--- src/hw/rtl/lru_key_value_cache_unit_assert.svh ---
// Assertion macros for the LRU key-value cache unit.
// Included by the RTL modules that carry concurrent checks.
`ifndef LRU_KEY_VALUE_CACHE_UNIT_ASSERT_SVH
`define LRU_KEY_VALUE_CACHE_UNIT_ASSERT_SVH
`ifndef SYNTH
`define LKVC_ASSERT(lbl, clk, rst_n, prop) \
	lbl: assert property (@(posedge clk) disable iff (!rst_n) (prop)) \
		else $error("assertion failed: lbl");
`define LKVC_ASSERT_NEXT(lbl, clk, rst_n, ante, cons) \
	lbl: assert property (@(posedge clk) disable iff (!rst_n) (ante) |=> (cons)) \
		else $error("assertion failed: lbl");
`else
`define LKVC_ASSERT(lbl, clk, rst_n, prop)
`define LKVC_ASSERT_NEXT(lbl, clk, rst_n, ante, cons)
`endif
`endif

--- src/hw/rtl/lkvc_pkg.sv ---
// Shared types and constants for the LRU key-value cache unit.
// No dependencies; used by the controller, datapath and top level.
package lkvc_pkg;

	localparam int CAPACITY_DEF      = 64;
	localparam int PAYLOAD_WIDTH_DEF = 64;
	localparam logic [6:0] MAXENT_RESET = 7'd64;

	localparam int KEY_W  = 64;
	localparam int CNT_W  = 32;
	localparam int SIZE_W = 7;
	localparam int IN_DATA_W  = 128;
	localparam int OUT_DATA_W = 240;

	typedef enum logic [1:0] {
		OP_GET   = 2'd0,
		OP_PUT   = 2'd1,
		OP_CLEAR = 2'd2,
		OP_NONE  = 2'd3
	} op_t;

	typedef enum logic [2:0] {
		ST_IDLE,
		ST_SCAN,
		ST_SDRAIN,
		ST_RESOLVE,
		ST_UPD,
		ST_UDRAIN,
		ST_FIN
	} state_t;

	typedef struct packed {
		logic load;
		logic scan;
		logic decide;
		logic upd;
		logic commit;
	} cmd_t;

	typedef struct packed {
		logic new_lookup;
		logic cnt_last;
		logic need_upd;
		logic out_free;
	} sts_t;

endpackage

--- src/hw/rtl/lkvc_ctrl.sv ---
// Operation sequencer for the LRU key-value cache unit.
// Depends on lkvc_pkg; drives command strobes into lkvc_dp.
module lkvc_ctrl import lkvc_pkg::*; (
	input  logic clk,
	input  logic arst_n,
	input  logic in_valid,
	output logic in_ready,
	input  sts_t sts,
	output cmd_t cmd
);

	state_t state_q, state_d;

	always_ff @(posedge clk or negedge arst_n) begin
		if (!arst_n) begin
			state_q <= ST_IDLE;
		end else begin
			state_q <= state_d;
		end
	end

	always_comb begin
		state_d = state_q;
		case (state_q)
			ST_IDLE: begin
				if (in_valid) state_d = sts.new_lookup ? ST_SCAN : ST_FIN;
			end
			ST_SCAN: begin
				if (sts.cnt_last) state_d = ST_SDRAIN;
			end
			ST_SDRAIN:  state_d = ST_RESOLVE;
			ST_RESOLVE: state_d = sts.need_upd ? ST_UPD : ST_FIN;
			ST_UPD: begin
				if (sts.cnt_last) state_d = ST_UDRAIN;
			end
			ST_UDRAIN:  state_d = ST_FIN;
			ST_FIN: begin
				if (sts.out_free) state_d = ST_IDLE;
			end
			default:    state_d = ST_IDLE;
		endcase
	end

	always_comb begin
		cmd      = '0;
		in_ready = 1'b0;
		case (state_q)
			ST_IDLE: begin
				in_ready = 1'b1;
				cmd.load = in_valid;
			end
			ST_SCAN:    cmd.scan   = 1'b1;
			ST_RESOLVE: cmd.decide = 1'b1;
			ST_UPD:     cmd.upd    = 1'b1;
			ST_FIN:     cmd.commit = sts.out_free;
			default:    cmd        = '0;
		endcase
	end

endmodule

--- config.mk ---
export PLATFORM = sky130hd
export DESIGN_NAME = lkvc_ctrl
export DESIGN_NICKNAME = d
export VERILOG_FILES = /design/src/hw/rtl/lru_key_value_cache_unit_assert.svh /design/src/hw/rtl/lkvc_pkg.sv /design/src/hw/rtl/lkvc_ctrl.sv
export SDC_FILE = /design/constraint.sdc
export NUM_CORES = 1
export LEC_CHECK = 0
export BUFFER_PORTS_ARGS = -buffer_cell sky130_fd_sc_hd__clkbuf_2
export CORE_AREA = 3 3 40 42
export DETAILED_ROUTE_END_ITERATION = 16
export DIE_AREA = 0 0 43 45
export SYNTH_ARGS = -nofsm -noshare
export SYNTH_HDL_FRONTEND = slang
export SYNTH_SLANG_ARGS = --single-unit
export TNS_END_PERCENT = 1
--- constraint.sdc ---
create_clock -name clk -period 1.9 [get_ports clk]
set_clock_uncertainty 0.1 [all_clocks]
set_input_delay 0 -clock clk [delete_from_list [all_inputs] [get_ports clk]]
set_output_delay 0 -clock clk [all_outputs]
set_load 0.005 [all_outputs]
# After elaboration in Yosys (flattened, before gate mapping)
# Cells that the tools add are included.
[word_totals]
register_bits = 3
output_inout_bits = 6
word_cells = 26
[op_classes]
eq_ne = 10
muxes = 13
n_reduce_logical = 2
[op_table]
columns = ["cell", "count"]
rows = [
  ["case mux 3 bit (7 select lines)", 1],
  ["2-to-1 mux 3 bit", 5],
  ["equality test 3 bit (second input constant)", 3],
  ["inequality test 2 bit (second input constant)", 4],
  ["equality test 3 x 2 -> 1 bit (second input constant)", 2],
  ["2-to-1 mux 1 bit", 6],
  ["AND reduction 4 bit", 1],
  ["equality test 3 x 1 -> 1 bit (second input constant)", 1],
  ["logical NOT 3 bit", 1],
  ["2-to-1 mux 2 bit", 1],
]

# Logic depth before layout (Yosys ltp)
# Gate-level depths: netlist of run 1.
[logic_depth]
ltp_word = 3
depth_mapped = 5
ltp_nobuf = 3

# Worst setup path before layout of run 1
# No wires, ideal clock.
[synth_timing]
path_kind = "reg2reg"
from = "register state_q[2]"
to = "register state_q[1]"
setup_time_ps = 132
t_arrival_ps = 943
required_ps = 1668
path_slack_ps = 725
path_stages_with_launch = 5
period_less_slack_ps = 1175
path_cell_list = "dfrtp_1 > buf_4 > nor4_1 > a21o_1 > o32ai_1"
[synth_between]
elab_chain_cells = 3
elab_cells_between_ends = 13
[synth_rtl]
columns = ["item", "line", "rtl"]
rows = [
  ["start: declaration", "lkvc_ctrl.sv:12", "state_t state_q, state_d;"],
  ["start signal: assignment", "lkvc_ctrl.sv:18", "state_q <= state_d;"],
  ["equality test 3 x 1 -> 1 bit, or another cell as far along", "lkvc_ctrl.sv:24", "case (state_q)"],
  ["inequality test 2 bit (no source line)", "--", ""],
  ["AND reduction 4 bit (no source line)", "--", ""],
]
# Parallel ways exist; a longest one is shown, timed or not.
# A chain may end at the register's enable or synchronous reset.

# Worst setup path in the final report of run 1
[layout_timing]
from = "register state_q[1]"
to = "register state_q[1]"
# The elaborated chain is that of the path after synthesis.

==> results.md, run 1 <==
* Status: finished, final reports clean
* Unrepaired setup endpoints after global routing: no
* Initial DRC Count at 9
* Clock sink count at 3
* Setup_tns at 0 ns
* Flop2flop setup slack at about 0.44 ns
* Power Density at 1480 nW/um2
* Worst skew pair latency at 0.23 ns
* Worst EP required at between 1.5 and 2 ns
* Wire length on met2 at 282 um
* M1 wire length at approximately 330 um
* Std-Cell Rows at 13
* Placed insts at slightly below 60
* CTS Root Cell: clkbuf_4
* DP Worst Slack at roughly 0.44 ns
* CTS tree: yes
* Worst Reg2Reg Path Length in Cells at 3
* Final layout net count at slightly below 60
* Final period util at 0.769
* Multi-input logic area at around 170 um2
* CP Capture Type: register
* WHS Path Cells at 3
* Initial core utilization at 0.214
* Top layer in use: met3
* Post-Route WL at approximately 660 um
* CTS buffer count at 3
* Cell family with most CP delay: flip-flops
* Final Hold Vio Count at 0
* Hold EP: state_q[0]
* Post-synthesis sequential area ratio at 0.273
* Hold Path Origin: sts[3]
* DRT Pass-1 Iters at 4
* Initial antenna violation count at 0
* Cts repair resizes at 0
* Synth Warn # at 0
* Syn Nets at between 40 and 50
* First-pass GRT wire length at approximately 1100 um
* Buf/Inv on CP at 0
* Antenna viol nets, final at 0
* CP Cell Sequence: nor2b_1 > a21o_1 > o32ai_1
* Tmin final at ~1.5 ns
* Peak Freq at around 700 MHz
* # IOs at 13
* Synth Register Bits at 3
* Postcts setup bufs at 0
* Total grt overflow at 0
* CTS clock-pin slew for the worst setup and hold paths at 0.04 ns
* Fill cells at around 140
* H-tree levels at 1
* CP max stage cell: dfrtp_1
* Startpoint types: register
* Biggest register: state_q
* Critical Path Max Stage Delay at just over 0.6 ns
* Max Fanout on Critical Path at 17
* Area growth from synthesis to layout at 39.1%
* Regs by FF count: state_q (3)
* Max reg flops at 3
* Port buffer count at 12
* Register Area at 75.1 um2
* Mean post-synth cell area at between 7 and 8 um2
* Layout cell share with drive strength beyond 1 at 0.320
* Synth cell types at 23
* Final cell count without fillers at 65
* Cell Area, Synth at roughly 280 um2
* Core ar. at about 1300 um2
* DR vias/cell at 4.58
* Vias in the first global route at 256
* Final setup fails at 0
* Leak at ~0.18 nW
* Measured slew at the worst slew-check pin at ~0.47 ns
* Synth Instances at 35
* Routed wl met3 at 48 um
* Reg2reg start: state_q[1]
* ANT cells at 0
* Slew margin rel. at 0.689
* Critical path class: register to register
* Final worst slack at 0.440 ns
* Hold crit path type: input pin to register
* DRC at 0
* Worst Path Arrival at between 1 and 1.5 ns
* Max Cap Viol at 0
* Largest net degree at the start of global routing at 18
* Die height at around 45 um
* Clock Path Buffers at 2
* Via count at between 200 and 300
* Final slew viol count at 0
* Worst R2R End: state_q[1]
* Worst IR Drop VDD at roughly 0.42 mV
* DIE WIDTH at roughly 43 um
* Die outline area at 1940 um2
* DR WL/cell at about 10 um
* Overall Global Routing Usage at 0.0785
* Final GP Congestion at 0.816
* Post-DP HPWL at roughly 480 um
==> worst max path at each step <==
stage	start	end	depth (start not counted)
after floorplan	state_q[2]	state_q[1]	4
after global placement	state_q[1]	state_q[1]	3
after detailed placement	state_q[1]	state_q[1]	3
after CTS	state_q[1]	state_q[1]	3
after global routing	state_q[1]	state_q[1]	3
final	state_q[1]	state_q[1]	3
==> power by group <==
| group | switching, mW | internal, mW | total, mW |
|---|---|---|---|
| Combinational | 0.119 | 0.140 | 0.259 |
| Sequential | 0.101 | 0.0956 | 0.197 |
| Clock | 0.0329 | 0.0787 | 0.112 |
| Total | 0.253 | 0.315 | 0.567 |
==> cell usage after synthesis <==
cell / n / area, um2
buf_4: 3 / 22.5
dfrtp_1: 3 / 75.1
nand2_1: 3 / 11.3
nor2b_1: 3 / 18.8
and3_1: 2 / 12.5
nor2_1: 2 / 7.51
nor3_1: 2 / 10.0
o32ai_1: 2 / 17.5
a211oi_1: 1 / 7.51
a21o_1: 1 / 7.51
a21oi_1: 1 / 5.00
a22oi_1: 1 / 7.51
a311oi_1: 1 / 8.76
a31oi_1: 1 / 6.26
and2_1: 1 / 6.26
buf_2: 1 / 5.00
inv_1: 1 / 3.75
nand2b_1: 1 / 6.26
nor3_2: 1 / 10.0
nor3b_1: 1 / 7.51
nor4_1: 1 / 6.26
o21ai_0: 1 / 5.00
o31ai_1: 1 / 7.51
==> worst min-delay path, stage by stage <==
cell and delay [ns]:
clkbuf_2 0.10, a21oi_1 0.12, o32ai_1 0.08
==> metal layers <==
layer,GRT usage,up-vias
met5,0,-
met4,0.0542,0
met3,0.0598,0
met2,0.0958,9
met1,0.0922,129
li1,-,160
==> layout by cell type, fill, tap and decap left out, drive strengths merged <==
cell type    count
a311oi           1
clkbuf          16
nor2             2
dlygate4sd3      3
a31oi            1
nand2b           1
dfrtp            3
inv              1
a21o             1
a211oi           1
a22oi            1
o21ai            1
o32ai            2
nor3b            1
nor3             3
a21oi            1
nand2            3
nor4             1
and2             1
nor2b            3
and3             2
o31ai            1
==> through the flow <==
| stage | instance area [um2] | hold WS, ns | utilization | power, mW |
|---|---|---|---|---|
| finish | 383 | 0.0210 | 0.298 | 0.567 |
| detailed placement | 327 | -0.302 | 0.254 | 0.453 |
| CTS | 383 | 0.0113 | 0.298 | 0.577 |
| global placement | 327 | -0.301 | 0.254 | 0.449 |
| global route | 383 | 0.0235 | 0.298 | 0.632 |
| floorplan | 275 | -0.396 | - | 0.405 |
==> area by class of cell <==
class / count / area share
timing repair buffer: 15 / 0.235
clock buffer: 4 / 0.0686
multi-input combinational: 27 / 0.441
sequential: 3 / 0.196
tap: 15 / 0.0490
inverter: 1 / 0.00980
==> repair_timing <==
action / 4_1_cts / 5_1_grt
setup endpoints to repair: 0 / 0
endpoints found under the hold margin: 4 / 0
hold buffers: 3 / 0
==> cell families after synthesis <==
family,Yosys count,synth area share
AND/OR/NAND/NOR,17,0.350
flip-flops,3,0.273
buffers and inverters,5,0.114
AO/OA/AOI/OAI,10,0.264
Power figures use the tool's default switching activity.
==> run 2, diff against run 1 <==
clock period = 1.2 ns   (was 1.9 ns; I/O delays follow)
==> run 2 against run 1 <==
Net effect:
- the flow now finishes with violations (negative setup slack)
- cell area is 53% higher
- final cell count is 25% higher
- hold slack better by 0.0072 ns
- critical path depth is 1 higher
- clock-buffer cell count stayed put
- die area stayed put
- power grew to 2.7 times the previous value
- routed wire length is 50% higher
- register-to-register slack worse by 0.61 ns
- flip-flop and latch count stayed put
- non-clock buffer count is 16 higher
- first-iteration DRC count is 22% lower
- critical path type unchanged
- critical endpoint unchanged
==> results.md, run 2 (same netlist as run 1, synthesis figures left out) <==
* Status: finished, violations left
* Failing checks: negative setup slack
* DR vias/cell at between 4 and 5
* Port buffer count at 12
* DRC at 0
* Biggest register: state_q
* Final GP Congestion at about 0.84
* Largest net degree at the start of global routing at 9
* Regs by FF count: state_q (3)
* CP Capture Type: register
* Clock Path Buffers at 2
* Final layout net count at 74
* CTS tree: yes
* Initial core utilization at 0.214
* Initial DRC Count at 7
* ANT cells at 0
* WHS Path Cells at 3
* Unrepaired setup endpoints after global routing: yes
* Worst IR Drop VDD at approximately 0.8 mV
* Commonest non-fill, non-tap cell in the layout: clkbuf_2
* Max reg flops at 3
* Initial antenna violation count at 0
* Clock sink count at 3
* Tmin final at approximately 1.4 ns
* # IOs at 13
* Leak at ~0.28 nW
* Slew margin rel. at 0.834
* Measured slew at the worst slew-check pin at approximately 0.25 ns
* Worst Path Arrival at about 1.4 ns
* Final Hold Vio Count at 0
* DRT Pass-1 Iters at 2
* Area growth from synthesis to layout at 112%
* Final setup fails at 9
* First-pass GRT wire length at between 1000 and 1500 um
* DIE WIDTH at roughly 43 um
* Power Density at about 2600 nW/um2
* Std-Cell Rows at 13
* Hold crit path type: input pin to register
* Overall Global Routing Usage at 0.104
* Final slew viol count at 0
* CTS Root Cell: clkbuf_4
* CTS buffer count at 3
* Critical path class: register to register
* DP Worst Slack at -0.126 ns
* Final worst slack at -0.169 ns
* H-tree levels at 1
* Startpoint types: register
* Setup_tns at -0.931 ns
* Max Fanout on Critical Path at 7
* Die height at 45 um
* Final period util at 1.14
* Peak Freq at around 730 MHz
* Worst skew pair latency at 0.25 ns
* Core ar. at 1280 um2
* Post-DP HPWL at roughly 570 um
* Layout cell share with drive strength beyond 1 at 0.591
* Max Cap Viol at 0
* Via count at roughly 400
* Fill cells at between 100 and 150
* CTS clock-pin slew for the worst setup and hold paths at around 0.040 ns
* Antenna viol nets, final at 0
* Post-Route WL at 992 um
* Most frequent cells in the layout: clkbuf_2 (9), buf_4 (8), buf_6 (7)
* Placed insts at between 60 and 70
* Flop2flop setup slack at -0.17 ns
* Die outline area at slightly below 2000 um2
* Worst EP required at around 1.2 ns
* DR WL/cell at about 12 um
* Final cell count without fillers at slightly above 80
* Total grt overflow at 0
* Vias in the first global route at between 300 and 400
* Final Power at about 1.5 mW
* Worst Reg2Reg Path Length in Cells at 4
## run 2: layer usage
metal	vias up	GRT usage	share of wire
li1	191	-	-
met1	190	0.117	0.44
met2	14	0.177	0.50
met3	3	0.0120	0.037
met4	0	0.0904	0.022
met5	-	0	0
## run 2: worst max-delay path, stage by stage (launching register included)
cell	delay, ns
dfrtp_2	0.46
buf_6	0.16
nor3_4	0.16
a311oi_2	0.07
o32ai_1	0.31
## run 2: metrics by stage
stage	util	hold slack, ns	cell area [um2]
final	0.455	0.0282	584
after global routing	0.455	0.0574	584
after global placement	0.301	-0.301	387
after CTS	0.407	0.0332	523
after detailed placement	0.301	-0.301	387
after floorplan	-	-0.396	275
## run 2: power by group
part	internal [mW]	switching, mW
Sequential	0.163	0.115
Clock	0.126	0.0657
Combinational	0.624	0.430
## run 2: final cells by class
cell class | instances | area (um2) | share of cell area
clock buffers | 4 | 26.3 | 0.0450
repair buffers | 31 | 244 | 0.418
flip-flops and latches | 3 | 78.8 | 0.135
multi-input cells | 27 | 210 | 0.360
well taps | 15 | 18.8 | 0.0321
inverters | 1 | 6.26 | 0.0107
## run 2: worst paths after layout
check / end / startpoint
max in group asynchronous: state_q[2] / arst_n
worst min register to register: state_q[0] / state_q[1]
min in group asynchronous: state_q[1] / arst_n
worst min-delay path: state_q[0] / in_valid
worst max-delay path: state_q[1] / state_q[2]
worst max register to register: state_q[1] / state_q[2]
## run 2: repair_timing
item	4_1_cts	5_1_grt
cloned	0	0
endpoints found under the setup margin	9	9
buffers inserted	5	1
hold buffers	5	0
pin swaps	4	5
endpoints found under the hold margin	6	0
gates resized for setup	9	13
==> run 3, diff against run 2 <==
SETUP_SLACK_MARGIN = 0.2   (was not set)
clock period = 1.55 ns   (was 1.2 ns; I/O delays follow)
==> run 3 against run 2 <==
Net effect:
- the flow now finishes without violations
- sequential share of layout area increased by 4.2 points
- clock-buffer cell count unchanged
- critical path depth unchanged
- combinational power decreased by 52%
- critical endpoint is now cmd[0]
- largest cell class is now multi-input gates
- largest power group unchanged
- highest routed layer unchanged
==> results.md, run 3 (same netlist as run 1, synthesis figures left out) <==
* Status: finished, final reports clean
* Worst IR Drop VDD at just under 0.5 mV
* CTS clock-pin slew for the worst setup and hold paths at 0.04 ns
* DIE WIDTH at around 43 um
* Max Cap Viol at 0
* Initial antenna violation count at 0
* H-tree levels at 1
* Final period util at 0.862
* Biggest register: state_q
* Die height at around 45 um
* Port buffer count at 12
* Tmin final at about 1.3 ns
* Final slew viol count at 0
* Critical path class: register to primary output
* Initial DRC Count at 7
* Register Area at ~79 um2
* Hold crit path type: input pin to register
* CTS tree: yes
* # IOs at 13
* Post-DP HPWL at 514 um
* Combinational share of power at 0.584
* Worst EP required at 1.45 ns
* Leak at approximately 0.22 nW
* Sequential power share at 0.247
* Regs by FF count: state_q (3)
* Overall Global Routing Usage at 0.0893
* CTS Root Cell: clkbuf_4
* Startpoint types: register
* CTS buffer count at 3
* Die outline area at between 1500 and 2000 um2
* Final cell count without fillers at 72
* Std-Cell Rows at 13
* Final instance area at 447 um2
* Vias in the first global route at 294
* Via count at 341
* Flop2flop setup slack at 0.27 ns
* Clk pwr share at 0.169
* First-pass GRT wire length at 1210 um
* DRC at 0
* Max Fanout on Critical Path at 6
* Area growth from synthesis to layout at 62.3%
* Measured slew at the worst slew-check pin at between 0.2 and 0.3 ns
* Final setup fails at 0
* Placed insts at 60
* Sw Ratio at 0.427
* Final layout net count at 65
* Unrepaired setup endpoints after global routing: yes
* DRT Pass-1 Iters at 4
* Power Density at between 1500 and 2000 nW/um2
* Final GP Congestion at approximately 0.85
* Final Hold Vio Count at 0
* Commonest non-fill, non-tap cell in the layout: clkbuf_2
* DP Area at about 340 um2
* Core ar. at approximately 1300 um2
* DR WL/cell at roughly 12 um
* Peak Freq at roughly 750 MHz
* ANT cells at 0
* P_sw at around 0.36 mW
* Layout cell share with drive strength beyond 1 at 0.456
* Most frequent cells in the layout: clkbuf_2 (13), buf_4 (5), dlygate4sd3_1 (4)
* Worst skew pair latency at 0.24 ns
* CP Capture Type: primary output
* Antenna viol nets, final at 0
* Post-Route WL at ~840 um
* Worst Path Arrival at roughly 1.2 ns
* Slew margin rel. at 0.815
* Multi-input logic area at about 180 um2
* DR vias/cell at between 4 and 5
* Clock sink count at 3
* Int Pwr at a little under 0.5 mW
* Fill cells at approximately 150
* Largest net degree at the start of global routing at 12
* Initial core utilization at 0.214
* Clock Path Buffers at 2
* Total grt overflow at 0
* Setup_tns at 0 ns
* Max reg flops at 3
run 3: cell types whose count changed in the layout (fill, tap and decap cells not counted), sizes merged:
cell         before  now
buf              17    5
clkbuf           13   17
dlygate4sd3       5    4
run 3: power by group through the flow:
stage / clock network, mW / logic [mW] / registers, mW
finish: 0.145 / 0.499 / 0.210
detailed placement: 0 / 0.370 / 0.221
global route: 0.152 / 0.553 / 0.222
CTS: 0.148 / 0.433 / 0.212
floorplan: 0 / 0.365 / 0.131
global placement: 0 / 0.370 / 0.220
run 3: final cells by class:
type                       instances  area share
multi-input combinational         27       0.395
timing repair buffer              22       0.319
sequential                         3       0.176
clock buffer                       4      0.0588
tap                               15      0.0420
inverter                           1     0.00840
run 3: path summary, 6_finish.rpt:
kind,startpoint,endpoint,depth (start not counted)
worst max-delay path,state_q[0],cmd[0],4
worst min-delay path,in_valid,state_q[0],3
worst max register to register,state_q[1],state_q[1],4
worst min register to register,state_q[2],state_q[2],2
max in group asynchronous,arst_n,state_q[1],3
min in group asynchronous,arst_n,state_q[2],3
run 3: worst max-delay path, stage by stage, from the launching register on:
cell      delay (ns)
dfrtp_2         0.43
buf_4           0.16
nor2b_4         0.13
and3_1          0.16
clkbuf_2        0.11
run 3: metrics by stage:
stage	total power, mW	util	hold WS (ns)	setup WS, ns
2_1_floorplan	0.496	-	-0.396	0.375
3_3_place_gp	0.590	0.266	-0.300	0.214
3_5_place_dp	0.592	0.266	-0.302	0.185
4_1_cts	0.793	0.333	0.0109	0.183
5_1_grt	0.927	0.348	0.0645	0.174
6_report	0.854	0.348	0.0464	0.214
run 3: per-layer routing:
metal / up-vias / part of all wire / track usage
met2: 13 / 0.47 / 0.120
li1: 174 / - / -
met5: - / 0 / 0
met3: 2 / 0.075 / 0.0239
met4: 0 / 0.025 / 0.0904
met1: 152 / 0.43 / 0.112
run 3: timing repair:
action                                 CTS  global route
gates resized for setup                  3             2
buffers inserted                         2             2
setup endpoints to repair                3             6
hold buffers                             4             0
endpoints found under the hold margin    6             0
